**config.mk**
```make
export PLATFORM = sky130hd
export DESIGN_NAME = run_transition_completion_tracker_core
export DESIGN_NICKNAME = d
export VERILOG_FILES = /design/src/rtl/rtct_pkg.sv /design/src/rtl/rtct_cfg.sv /design/src/rtl/rtct_front.sv /design/src/rtl/rtct_queue.sv /design/src/rtl/rtct_back.sv /design/src/rtl/run_transition_completion_tracker_core.sv
export SDC_FILE = /design/constraint.sdc
export NUM_CORES = 2
export LEC_CHECK = 0
export BUFFER_PORTS_ARGS = -buffer_cell sky130_fd_sc_hd__buf_4
export CORE_ASPECT_RATIO = 1.25
export CORE_UTILIZATION = 45
export CTS_CLUSTER_DIAMETER = 120
export CTS_CLUSTER_SIZE = 25
export DETAILED_ROUTE_END_ITERATION = 10
export GPL_TIMING_DRIVEN = 0
export PLACE_DENSITY_LB_ADDON = 0.25
export SYNTH_ARGS = -nofsm -noshare
export SYNTH_HDL_FRONTEND = slang
export SYNTH_SLANG_ARGS = --single-unit
```
**constraint.sdc**
```tcl
create_clock -name i_clk -period 8.65 [get_ports i_clk]
set_input_delay 0.865 -clock i_clk [delete_from_list [all_inputs] [get_ports i_clk]]
set_output_delay 0.865 -clock i_clk [all_outputs]
set_load 0.05 [all_outputs]
```
**src/rtl/rtct_pkg.sv**
```systemverilog
// Shared types, constants and slot match function for the run transition tracker.
`default_nettype none
package rtct_pkg;

    localparam int NUM_TYPE_SLOTS_DEF = 4;
    localparam int MATCH_SLOTS        = 4;
    localparam int CNT_W              = 16;
    localparam int TYPE_W             = 32;
    localparam int RUN_W              = 32;
    localparam int QUEUE_DEPTH        = 2;
    localparam int ADDR_W             = 5;

    localparam logic [RUN_W-1:0] RUN_UNSET = '1;
    localparam logic [CNT_W-1:0] CNT_MAX   = '1;

    typedef enum logic [2:0] {
        ST_COUNTED    = 3'd0,
        ST_IGNORED    = 3'd1,
        ST_MISMATCH   = 3'd2,
        ST_TOO_MANY   = 3'd3,
        ST_AFTER_DONE = 3'd4,
        ST_RESET_DONE = 3'd5
    } t_status;

    typedef enum logic [2:0] {
        REG_EXPECTED   = 3'd0,
        REG_BEGIN_TYPE = 3'd1,
        REG_END_TYPE   = 3'd2,
        REG_SLOT_0     = 3'd3,
        REG_SLOT_1     = 3'd4,
        REG_SLOT_2     = 3'd5,
        REG_SLOT_3     = 3'd6,
        REG_SLOT_EN    = 3'd7
    } t_reg_idx;

    typedef struct packed {
        logic [CNT_W-1:0]                   expected;
        logic [TYPE_W-1:0]                  begin_type;
        logic [TYPE_W-1:0]                  end_type;
        logic [MATCH_SLOTS-1:0][TYPE_W-1:0] slot_type;
        logic [MATCH_SLOTS-1:0]             slot_en;
    } t_cfg;

    typedef struct packed {
        logic                   action;
        logic [MATCH_SLOTS-1:0] hot;
        logic                   is_begin;
        logic [RUN_W-1:0]       run;
    } t_item;

    // One-hot of the lowest enabled slot whose type equals t, zero if none.
    function automatic logic [MATCH_SLOTS-1:0] slot_hot(
        input logic [MATCH_SLOTS-1:0][TYPE_W-1:0] types,
        input logic [MATCH_SLOTS-1:0]             en,
        input logic [TYPE_W-1:0]                  t
    );
        logic [MATCH_SLOTS-1:0] hot;
        logic                   taken;
        hot   = '0;
        taken = 1'b0;
        for (int k = 0; k < MATCH_SLOTS; k++) begin
            if (en[k] && (types[k] == t) && !taken) begin
                hot[k] = 1'b1;
                taken  = 1'b1;
            end
        end
        return hot;
    endfunction

endpackage
`default_nettype wire

```
**src/rtl/rtct_cfg.sv**
```systemverilog
// APB register file holding the tracker configuration.
`default_nettype none
module rtct_cfg (
    input  wire                          i_clk,
    input  wire                          i_rst_n,
    input  wire                          psel,
    input  wire                          penable,
    input  wire                          pwrite,
    input  wire  [rtct_pkg::ADDR_W-1:0]  paddr,
    input  wire  [31:0]                  pwdata,
    output logic [31:0]                  prdata,
    output logic                         pready,
    output rtct_pkg::t_cfg               o_cfg
);
    import rtct_pkg::*;

    t_cfg     r_cfg;
    t_reg_idx w_idx;
    logic     w_wr;

    assign pready = 1'b1;
    assign w_idx  = t_reg_idx'(paddr[ADDR_W-1:2]);
    assign w_wr   = psel && penable && pwrite && pready;
    assign o_cfg  = r_cfg;

    always_ff @(posedge i_clk) begin
        if (!i_rst_n) begin
            r_cfg.expected   <= CNT_W'(1);
            r_cfg.begin_type <= '0;
            r_cfg.end_type   <= '0;
            r_cfg.slot_type  <= '0;
            r_cfg.slot_en    <= '0;
        end else if (w_wr) begin
            case (w_idx)
                REG_EXPECTED:   r_cfg.expected     <= pwdata[CNT_W-1:0];
                REG_BEGIN_TYPE: r_cfg.begin_type   <= pwdata;
                REG_END_TYPE:   r_cfg.end_type     <= pwdata;
                REG_SLOT_0:     r_cfg.slot_type[0] <= pwdata;
                REG_SLOT_1:     r_cfg.slot_type[1] <= pwdata;
                REG_SLOT_2:     r_cfg.slot_type[2] <= pwdata;
                REG_SLOT_3:     r_cfg.slot_type[3] <= pwdata;
                REG_SLOT_EN:    r_cfg.slot_en      <= pwdata[MATCH_SLOTS-1:0];
                default: ;
            endcase
        end
    end

    always_comb begin
        case (w_idx)
            REG_EXPECTED:   prdata = {{(32-CNT_W){1'b0}}, r_cfg.expected};
            REG_BEGIN_TYPE: prdata = r_cfg.begin_type;
            REG_END_TYPE:   prdata = r_cfg.end_type;
            REG_SLOT_0:     prdata = r_cfg.slot_type[0];
            REG_SLOT_1:     prdata = r_cfg.slot_type[1];
            REG_SLOT_2:     prdata = r_cfg.slot_type[2];
            REG_SLOT_3:     prdata = r_cfg.slot_type[3];
            REG_SLOT_EN:    prdata = {{(32-MATCH_SLOTS){1'b0}}, r_cfg.slot_en};
            default:        prdata = '0;
        endcase
    end

endmodule
`default_nettype wire

```
**src/rtl/rtct_front.sv**
```systemverilog
// Front end: classifies an incoming item against the slot table.
`default_nettype none
module rtct_front #(
    parameter int NUM_TYPE_SLOTS = rtct_pkg::NUM_TYPE_SLOTS_DEF
) (
    input  wire                          i_action,
    input  wire  [rtct_pkg::TYPE_W-1:0]  i_item_type,
    input  wire  [rtct_pkg::RUN_W-1:0]   i_run_number,
    input  rtct_pkg::t_cfg               i_cfg,
    output rtct_pkg::t_item              o_item
);
    import rtct_pkg::*;

    localparam int NUM_LIVE = (NUM_TYPE_SLOTS < MATCH_SLOTS) ? NUM_TYPE_SLOTS : MATCH_SLOTS;
    localparam logic [MATCH_SLOTS-1:0] LIVE_MASK = MATCH_SLOTS'((1 << NUM_LIVE) - 1);

    always_comb begin
        o_item.action   = i_action;
        o_item.hot      = slot_hot(i_cfg.slot_type, i_cfg.slot_en & LIVE_MASK, i_item_type);
        o_item.is_begin = (i_item_type == i_cfg.begin_type);
        o_item.run      = i_run_number;
    end

endmodule
`default_nettype wire

```
**src/rtl/rtct_queue.sv**
```systemverilog
// Short queue between front end and back end.
`default_nettype none
module rtct_queue (
    input  wire              i_clk,
    input  wire              i_rst_n,
    input  wire              i_push,
    input  rtct_pkg::t_item  i_item,
    input  wire              i_pop,
    output logic             o_full,
    output logic             o_empty,
    output rtct_pkg::t_item  o_item
);
    import rtct_pkg::*;

    localparam int PTR_W = (QUEUE_DEPTH > 1) ? $clog2(QUEUE_DEPTH) : 1;
    localparam int CNT_QW = $clog2(QUEUE_DEPTH + 1);
    localparam logic [PTR_W-1:0] LAST = PTR_W'(QUEUE_DEPTH - 1);

    t_item              r_mem [QUEUE_DEPTH];
    logic [PTR_W-1:0]   r_wptr;
    logic [PTR_W-1:0]   r_rptr;
    logic [CNT_QW-1:0]  r_count;

    assign o_full  = (r_count == CNT_QW'(QUEUE_DEPTH));
    assign o_empty = (r_count == '0);
    assign o_item  = r_mem[r_rptr];

    always_ff @(posedge i_clk) begin
        if (!i_rst_n) begin
            r_wptr  <= '0;
            r_rptr  <= '0;
            r_count <= '0;
        end else begin
            if (i_push) begin
                r_wptr <= (r_wptr == LAST) ? '0 : r_wptr + PTR_W'(1);
            end
            if (i_pop) begin
                r_rptr <= (r_rptr == LAST) ? '0 : r_rptr + PTR_W'(1);
            end
            case ({i_push, i_pop})
                2'b10:   r_count <= r_count + CNT_QW'(1);
                2'b01:   r_count <= r_count - CNT_QW'(1);
                default: r_count <= r_count;
            endcase
        end
    end

    always_ff @(posedge i_clk) begin
        if (i_push) begin
            r_mem[r_wptr] <= i_item;
        end
    end

endmodule
`default_nettype wire

```
**src/rtl/rtct_back.sv**
```systemverilog
// Back end: run state, per-slot counters and the registered result.
`default_nettype none
module rtct_back #(
    parameter int NUM_TYPE_SLOTS = rtct_pkg::NUM_TYPE_SLOTS_DEF
) (
    input  wire                          i_clk,
    input  wire                          i_rst_n,
    input  rtct_pkg::t_cfg               i_cfg,
    input  rtct_pkg::t_item              i_item,
    input  wire                          i_empty,
    output logic                         o_pop,
    output logic                         o_valid,
    input  wire                          i_ready,
    output rtct_pkg::t_status            o_status,
    output logic                         o_complete,
    output logic [rtct_pkg::CNT_W-1:0]   o_count
);
    import rtct_pkg::*;

    localparam int NUM_LIVE = (NUM_TYPE_SLOTS < MATCH_SLOTS) ? NUM_TYPE_SLOTS : MATCH_SLOTS;
    localparam logic [MATCH_SLOTS-1:0] LIVE_MASK = MATCH_SLOTS'((1 << NUM_LIVE) - 1);

    typedef logic [NUM_LIVE-1:0][CNT_W-1:0] t_cnt_arr;

    t_cnt_arr           r_cnt,   n_cnt;
    logic [RUN_W-1:0]   r_cached_run, n_cached_run;
    logic               r_complete, n_complete;
    logic               r_out_valid;
    t_status            r_status, n_status;
    logic               r_out_complete;
    logic [CNT_W-1:0]   r_count, n_count;

    logic [NUM_LIVE-1:0] w_hot, w_bhot, w_ehot;
    logic [CNT_W-1:0]    w_bcnt, w_kcnt, w_kinc;
    logic                w_waiting, w_found, w_upd;

    function automatic logic [CNT_W-1:0] pick(input t_cnt_arr c, input logic [NUM_LIVE-1:0] h);
        logic [CNT_W-1:0] v;
        v = '0;
        for (int k = 0; k < NUM_LIVE; k++) begin
            v = v | (c[k] & {CNT_W{h[k]}});
        end
        return v;
    endfunction

    assign o_pop = !i_empty && (!r_out_valid || i_ready);

    assign w_hot   = i_item.hot[NUM_LIVE-1:0];
    assign w_found = |w_hot;
    assign w_bhot  = NUM_LIVE'(slot_hot(i_cfg.slot_type, i_cfg.slot_en & LIVE_MASK,
                                        i_cfg.begin_type));
    assign w_ehot  = NUM_LIVE'(slot_hot(i_cfg.slot_type, i_cfg.slot_en & LIVE_MASK,
                                        i_cfg.end_type));
    assign w_bcnt    = pick(r_cnt, w_bhot);
    assign w_kcnt    = pick(r_cnt, w_hot);
    assign w_kinc    = (w_kcnt == CNT_MAX) ? w_kcnt : w_kcnt + CNT_W'(1);
    assign w_waiting = (w_bcnt == '0);

    always_comb begin
        n_cnt        = r_cnt;
        n_cached_run = r_cached_run;
        n_complete   = r_complete;
        n_status     = ST_IGNORED;
        n_count      = '0;
        w_upd        = 1'b0;
        if (i_item.action) begin
            n_cnt      = '0;
            n_complete = 1'b0;
            n_status   = ST_RESET_DONE;
        end else if (r_complete) begin
            n_status = ST_AFTER_DONE;
        end else if (w_found) begin
            if ((r_cached_run != RUN_UNSET) && (i_item.run != r_cached_run)) begin
                n_status = ST_MISMATCH;
            end else begin
                w_upd = 1'b1;
                if (i_item.is_begin) begin
                    if (w_waiting) begin
                        // first begin: cache the run and restart all counters
                        n_cached_run = i_item.run;
                        for (int k = 0; k < NUM_LIVE; k++) begin
                            n_cnt[k] = {{(CNT_W-1){1'b0}}, w_hot[k]};
                        end
                        n_status = ST_COUNTED;
                    end else if (w_bcnt >= i_cfg.expected) begin
                        n_status = ST_TOO_MANY;
                        w_upd    = 1'b0;
                    end else begin
                        for (int k = 0; k < NUM_LIVE; k++) begin
                            if (w_hot[k]) n_cnt[k] = w_kinc;
                        end
                        n_status = ST_COUNTED;
                    end
                end else if (!w_waiting) begin
                    for (int k = 0; k < NUM_LIVE; k++) begin
                        if (w_hot[k]) n_cnt[k] = w_kinc;
                    end
                    n_status = ST_COUNTED;
                end
                if (w_upd) begin
                    n_complete = (pick(n_cnt, w_ehot) == i_cfg.expected);
                    if (n_status == ST_COUNTED) n_count = pick(n_cnt, w_hot);
                end
            end
        end
    end

    always_ff @(posedge i_clk) begin
        if (!i_rst_n) begin
            r_cnt        <= '0;
            r_cached_run <= RUN_UNSET;
            r_complete   <= 1'b0;
            r_out_valid  <= 1'b0;
        end else begin
            if (o_pop) begin
                r_cnt        <= n_cnt;
                r_cached_run <= n_cached_run;
                r_complete   <= n_complete;
                r_out_valid  <= 1'b1;
            end else if (i_ready) begin
                r_out_valid  <= 1'b0;
            end
        end
    end

    always_ff @(posedge i_clk) begin
        if (o_pop) begin
            r_status       <= n_status;
            r_out_complete <= n_complete;
            r_count        <= n_count;
        end
    end

    assign o_valid    = r_out_valid;
    assign o_status   = r_status;
    assign o_complete = r_out_complete;
    assign o_count    = r_count;

    a_reset_clears: assert property (@(posedge i_clk) disable iff (!i_rst_n)
        o_pop && i_item.action |=> !r_complete)
        else $error("reset action left the run complete");

    a_count_only_when_counted: assert property (@(posedge i_clk) disable iff (!i_rst_n)
        r_out_valid && (r_status != ST_COUNTED) |-> (r_count == '0))
        else $error("nonzero count on a result that was not counted");

    a_error_holds_state: assert property (@(posedge i_clk) disable iff (!i_rst_n)
        o_pop && ((n_status == ST_MISMATCH) || (n_status == ST_TOO_MANY) ||
                  (n_status == ST_AFTER_DONE))
        |=> $stable(r_cached_run) && $stable(r_complete) && $stable(r_cnt))
        else $error("error result changed the run state");

endmodule
`default_nettype wire

```
**src/rtl/run_transition_completion_tracker_core.sv**
```systemverilog
// Path: an input transfer is written to the queue, then its result to the result register.
// Throughput: one item per cycle while the output is accepted; the back end updates its counters as each item pops.
// The front end keeps accepting while a result waits, until the two-entry queue fills.
// Reset (synchronous, active low): counters zero, run cache unset, registers to reset values.
// No clearing pass; the block accepts items as soon as reset is released.
`default_nettype none
module run_transition_completion_tracker_core #(
    parameter int NUM_TYPE_SLOTS = rtct_pkg::NUM_TYPE_SLOTS_DEF
) (
    input  wire                          i_clk,
    input  wire                          i_rst_n,
    input  wire                          s_axis_tvalid,
    output logic                         s_axis_tready,
    input  wire  [63:0]                  s_axis_tdata,   // item_type[31:0], run_number[63:32]
    input  wire  [0:0]                   s_axis_tuser,   // action[0]
    output logic                         m_axis_tvalid,
    input  wire                          m_axis_tready,
    output logic [23:0]                  m_axis_tdata,   // run_complete[0], type_count[16:1], zero
    output logic [2:0]                   m_axis_tuser,   // status[2:0]
    input  wire                          psel,
    input  wire                          penable,
    input  wire                          pwrite,
    input  wire  [rtct_pkg::ADDR_W-1:0]  paddr,
    input  wire  [31:0]                  pwdata,
    output logic [31:0]                  prdata,
    output logic                         pready
);
    import rtct_pkg::*;

    t_cfg             w_cfg;
    t_item            w_front_item, w_queue_item;
    logic             w_full, w_empty, w_pop, w_push;
    t_status          w_status;
    logic             w_complete;
    logic [CNT_W-1:0] w_count;

    assign s_axis_tready = !w_full;
    assign w_push        = s_axis_tvalid && s_axis_tready;

    rtct_cfg u_cfg (
        .i_clk   (i_clk),
        .i_rst_n (i_rst_n),
        .psel    (psel),
        .penable (penable),
        .pwrite  (pwrite),
        .paddr   (paddr),
        .pwdata  (pwdata),
        .prdata  (prdata),
        .pready  (pready),
        .o_cfg   (w_cfg)
    );

    rtct_front #(.NUM_TYPE_SLOTS(NUM_TYPE_SLOTS)) u_front (
        .i_action     (s_axis_tuser[0]),
        .i_item_type  (s_axis_tdata[31:0]),
        .i_run_number (s_axis_tdata[63:32]),
        .i_cfg        (w_cfg),
        .o_item       (w_front_item)
    );

    rtct_queue u_queue (
        .i_clk   (i_clk),
        .i_rst_n (i_rst_n),
        .i_push  (w_push),
        .i_item  (w_front_item),
        .i_pop   (w_pop),
        .o_full  (w_full),
        .o_empty (w_empty),
        .o_item  (w_queue_item)
    );

    rtct_back #(.NUM_TYPE_SLOTS(NUM_TYPE_SLOTS)) u_back (
        .i_clk      (i_clk),
        .i_rst_n    (i_rst_n),
        .i_cfg      (w_cfg),
        .i_item     (w_queue_item),
        .i_empty    (w_empty),
        .o_pop      (w_pop),
        .o_valid    (m_axis_tvalid),
        .i_ready    (m_axis_tready),
        .o_status   (w_status),
        .o_complete (w_complete),
        .o_count    (w_count)
    );

    assign m_axis_tuser = w_status;
    assign m_axis_tdata = {7'b0, w_count, w_complete};

endmodule
`default_nettype wire

```
==> impl_metrics.json <==
{
  "status": "finished with violations",
  "violations": "max-capacitance violations, max-slew violations",
  "endpoint_kind": "register",
  "postSynthAreaPerCell_sq_um": 8.09,
  "vias": 28208,
  "synth_edf_count": 96,
  "port_buffers": 122,
  "r2r_start": "u_cfg.o_cfg[171]",
  "cap_violations": 2,
  "grt_pass1_vias": 26875,
  "fmax_ghz": 0.118,
  "period_share_pct": 98.0,
  "final_area_sq_um": 30100,
  "clk_latency_ps": 610,
  "layout-area-overhead-vs-synth_pct": 9.80,
  "layout.nets": 3671,
  "async_flop_share_pct": 0,
  "drt_iter0_markers": 3615,
  "floorplan.initialDensity_pct": 45.7,
  "ys_seq_area_share_pct": 33.5,
  "holdWs_ps": 444,
  "cts.htree.levels": 1,
  "dpl.hpwl_um": 114000,
  "grt_overflow": 0,
  "ir_drop_mv": 0.194,
  "p_switching_mw": 1.97,
  "critical_path.startpoint_type": "register",
  "synth_xor_area_share_pct": 14.6,
  "ctsHoldBuffers": 0,
  "antenna_found_initial": 10,
  "grt_pass1_wl_um": 206000,
  "clk_pin_slew_ps": 100,
  "leakage_nw": 10.1,
  "dpl_worst_slack_ps": -21.0,
  "clk_path_buf_depth": 3,
  "rows": 100,
  "fin_tns_setup_ps": 0,
  "final_hold_viol_count": 0,
  "yosysWarnings": 0,
  "wl_um": 149000,
  "place_area_sq_um": 29400,
  "critPathArrivalTime_ps": 8940,
  "intPower_mw": 3.01,
  "hold_start": "s_axis_tdata[45]",
  "post_cts_buffers": 0,
  "fp.dieW_um": 223,
  "maxSlewHeadroom_pct": -13.6,
  "required_ps": 9110,
  "maxSlewViolCount": 11,
  "synthCells": 3389,
  "layout-drive-gt1-share_pct": 7.79,
  "power_mw": 4.98,
  "netlist_area_sq_um": 27400,
  "synth-compound-area-share_pct": 20.2,
  "timing.final.ws_setup_ps": 170,
  "die_area_sq_um": 61900,
  "dp.cells": 4286,
  "synthSimpleGateAreaFrac_pct": 20.1,
  "wl_per_cell_um": 34.4,
  "detail_route.vias_per_cell": 6.52,
  "synth_ff_type": "dfxtp_1",
  "drc_errors": 0,
  "p_comb_share_pct": 32.9,
  "cts_tree": "done",
  "fin_cells": 4329,
  "synth_cell_type_count": 93,
  "synth_top_family_by_area": "compound AO/OA/AOI/OAI gates",
  "ant_nets": 0,
  "grt_max_degree": 39,
  "swShare_pct": 39.6,
  "track_usage_pct": 47.3,
  "finalClockSkew_ps": 21.6,
  "worstMarginPinSlew_ps": 1700,
  "p_clk_share_pct": 23.4,
  "ys_seq_elements": 411,
  "crit_type": "reg -> reg",
  "die_height_um": 278,
  "rsz0062_at_grt": "no",
  "synth.mux.area_fraction_pct": 3.79,
  "min_path_type": "in -> reg",
  "gp_congestion": 1.12,
  "pwr-share-seq_pct": 43.6,
  "cts_buffers": 21,
  "ios": 171,
  "cts-root-buf": "clkbuf_16",
  "clock_sinks": 411,
  "setup-violations-final": 0,
  "finalCriticalPeriod_ps": 8480,
  "fillers": 6077,
  "utilization_pct": 50.2,
  "powerDensity_nw_per_um2": 166,
  "worstPathMaxFanout": 10,
  "synthAdderAreaFrac_pct": 0.822,
  "drtPass1Iterations": 7,
  "coreArea_sq_um": 59900,
  "setup.worst_path.start": "u_cfg.o_cfg[171]"
}
[final timing paths]
check | endpoint | slack, ps | cells after the start
max | u_back.o_complete | 170 | 25
min | u_queue.r_mem[0][13] | 440 | 1
max reg2reg | u_back.o_complete | 170 | 25
min reg2reg | u_cfg.o_cfg[198] | 480 | 2
[synthesized netlist by cell type (all sizes together) (13+ instances only)]
library cell | number | area share, %
edfxtp | 96 | 11
inv | 43 | 0.59
o2111ai | 13 | 0.44
clkbuf | 341 | 4.7
xnor2 | 316 | 10
xor2 | 142 | 4.5
nand2 | 622 | 8.5
buf | 79 | 1.7
o21ai | 133 | 2.5
nor2b | 72 | 1.6
a21boi | 212 | 5.8
and2 | 19 | 0.44
dfxtp | 315 | 23
mux2i | 81 | 3.0
nand4 | 91 | 2.1
nor4 | 80 | 1.9
nor2 | 74 | 1.0
nor3 | 34 | 0.64
nand2b | 18 | 0.41
mux2 | 14 | 0.58
o211ai | 16 | 0.44
ha | 18 | 0.82
a22oi | 183 | 5.0
and3 | 21 | 0.48
nand3 | 94 | 1.7
a21oi | 66 | 1.2
[power by group through the flow]
stage               combinational (mW)  clock (mW)  sequential (mW)
finish                            1.64        1.17             2.18
floorplan                        0.839           0             2.34
global placement                  1.57           0             2.22
detailed placement                1.59           0             2.22
global route                      1.70        1.22             2.19
CTS                               1.59        1.16             2.17
[repair_timing]
action | CTS | global route
endpoints found under the setup margin | 1 | 2
gates resized for setup | 1 | 4
gates cloned | 0 | 0
[logic make-up after synthesis]
kind of cell,count (synthesis)
other,2
multiplexers,98
AND/OR/NAND/NOR,1166
adder cells (fa/ha/maj),18
AO/OA/AOI/OAI,773
XOR/XNOR,458
buffers and inverters,463
flip-flops,411
[placed cells by master (no fill, tap or decap), drive strengths merged, types with 96 or more instances in the layout]
master and instances:
a21boi 212, nand2 622, dfxtp 315, clkbuf 371
edfxtp 96, buf 205, xor2 142, o21ai 133
a22oi 183, xnor2 316
[flip-flops by register name, indices dropped and copies added (netlist names), 2 cells and up, named ones only]
signal and count:
u_cfg.o_cfg 212, u_queue.r_count 2, u_back.r_cached_run 32, u_back.r_cnt 64, u_queue.r_mem 76, u_back.o_status 3
u_back.o_count 16
[worst max-delay path: stages (launching register included)]
cell       delay [ps]
dfxtp_1           320
clkbuf_1          650
xor2_1            320
nor4_2            580
nand3_1           260
nor4_4            630
clkbuf_1          480
a41oi_1            90
o41ai_1            90
o21ai_0           130
nand2_1            90
ha_1              230
a211oi_1          240
o21ai_0           120
a221oi_1          330
o211a_2           510
o21ai_0           370
and2_1            270
buf_1             290
a22oi_1           270
o2111ai_1         210
o311a_1           350
nor4b_1           340
nand4_1           120
nor4_1            750
a32o_1            280
[final cells by class]
type | count | area (sq um) | area share, %
diodes | 9 | 22.5 | 0.0748
plain buffers | 419 | 1740 | 5.77
clock buffers | 30 | 559 | 1.86
clock inverters | 4 | 58.8 | 0.195
inverters | 43 | 161 | 0.536
multi-input cells | 2521 | 16400 | 54.6
flip-flops and latches | 411 | 9190 | 30.5
well taps | 765 | 957 | 3.18
repair buffers | 127 | 982 | 3.26
[routing by layer]
layer	wire, um	part of all wire, %	global-route usage, %	vias up
met3	14200	9.6	11.9	769
met2	65300	44	74.1	1960
met5	30	0.020	0	-
met1	51000	34	51.7	13363
li1	-	-	-	12112
met4	18400	12	46.1	4
(Power assumes the default switching activity.)
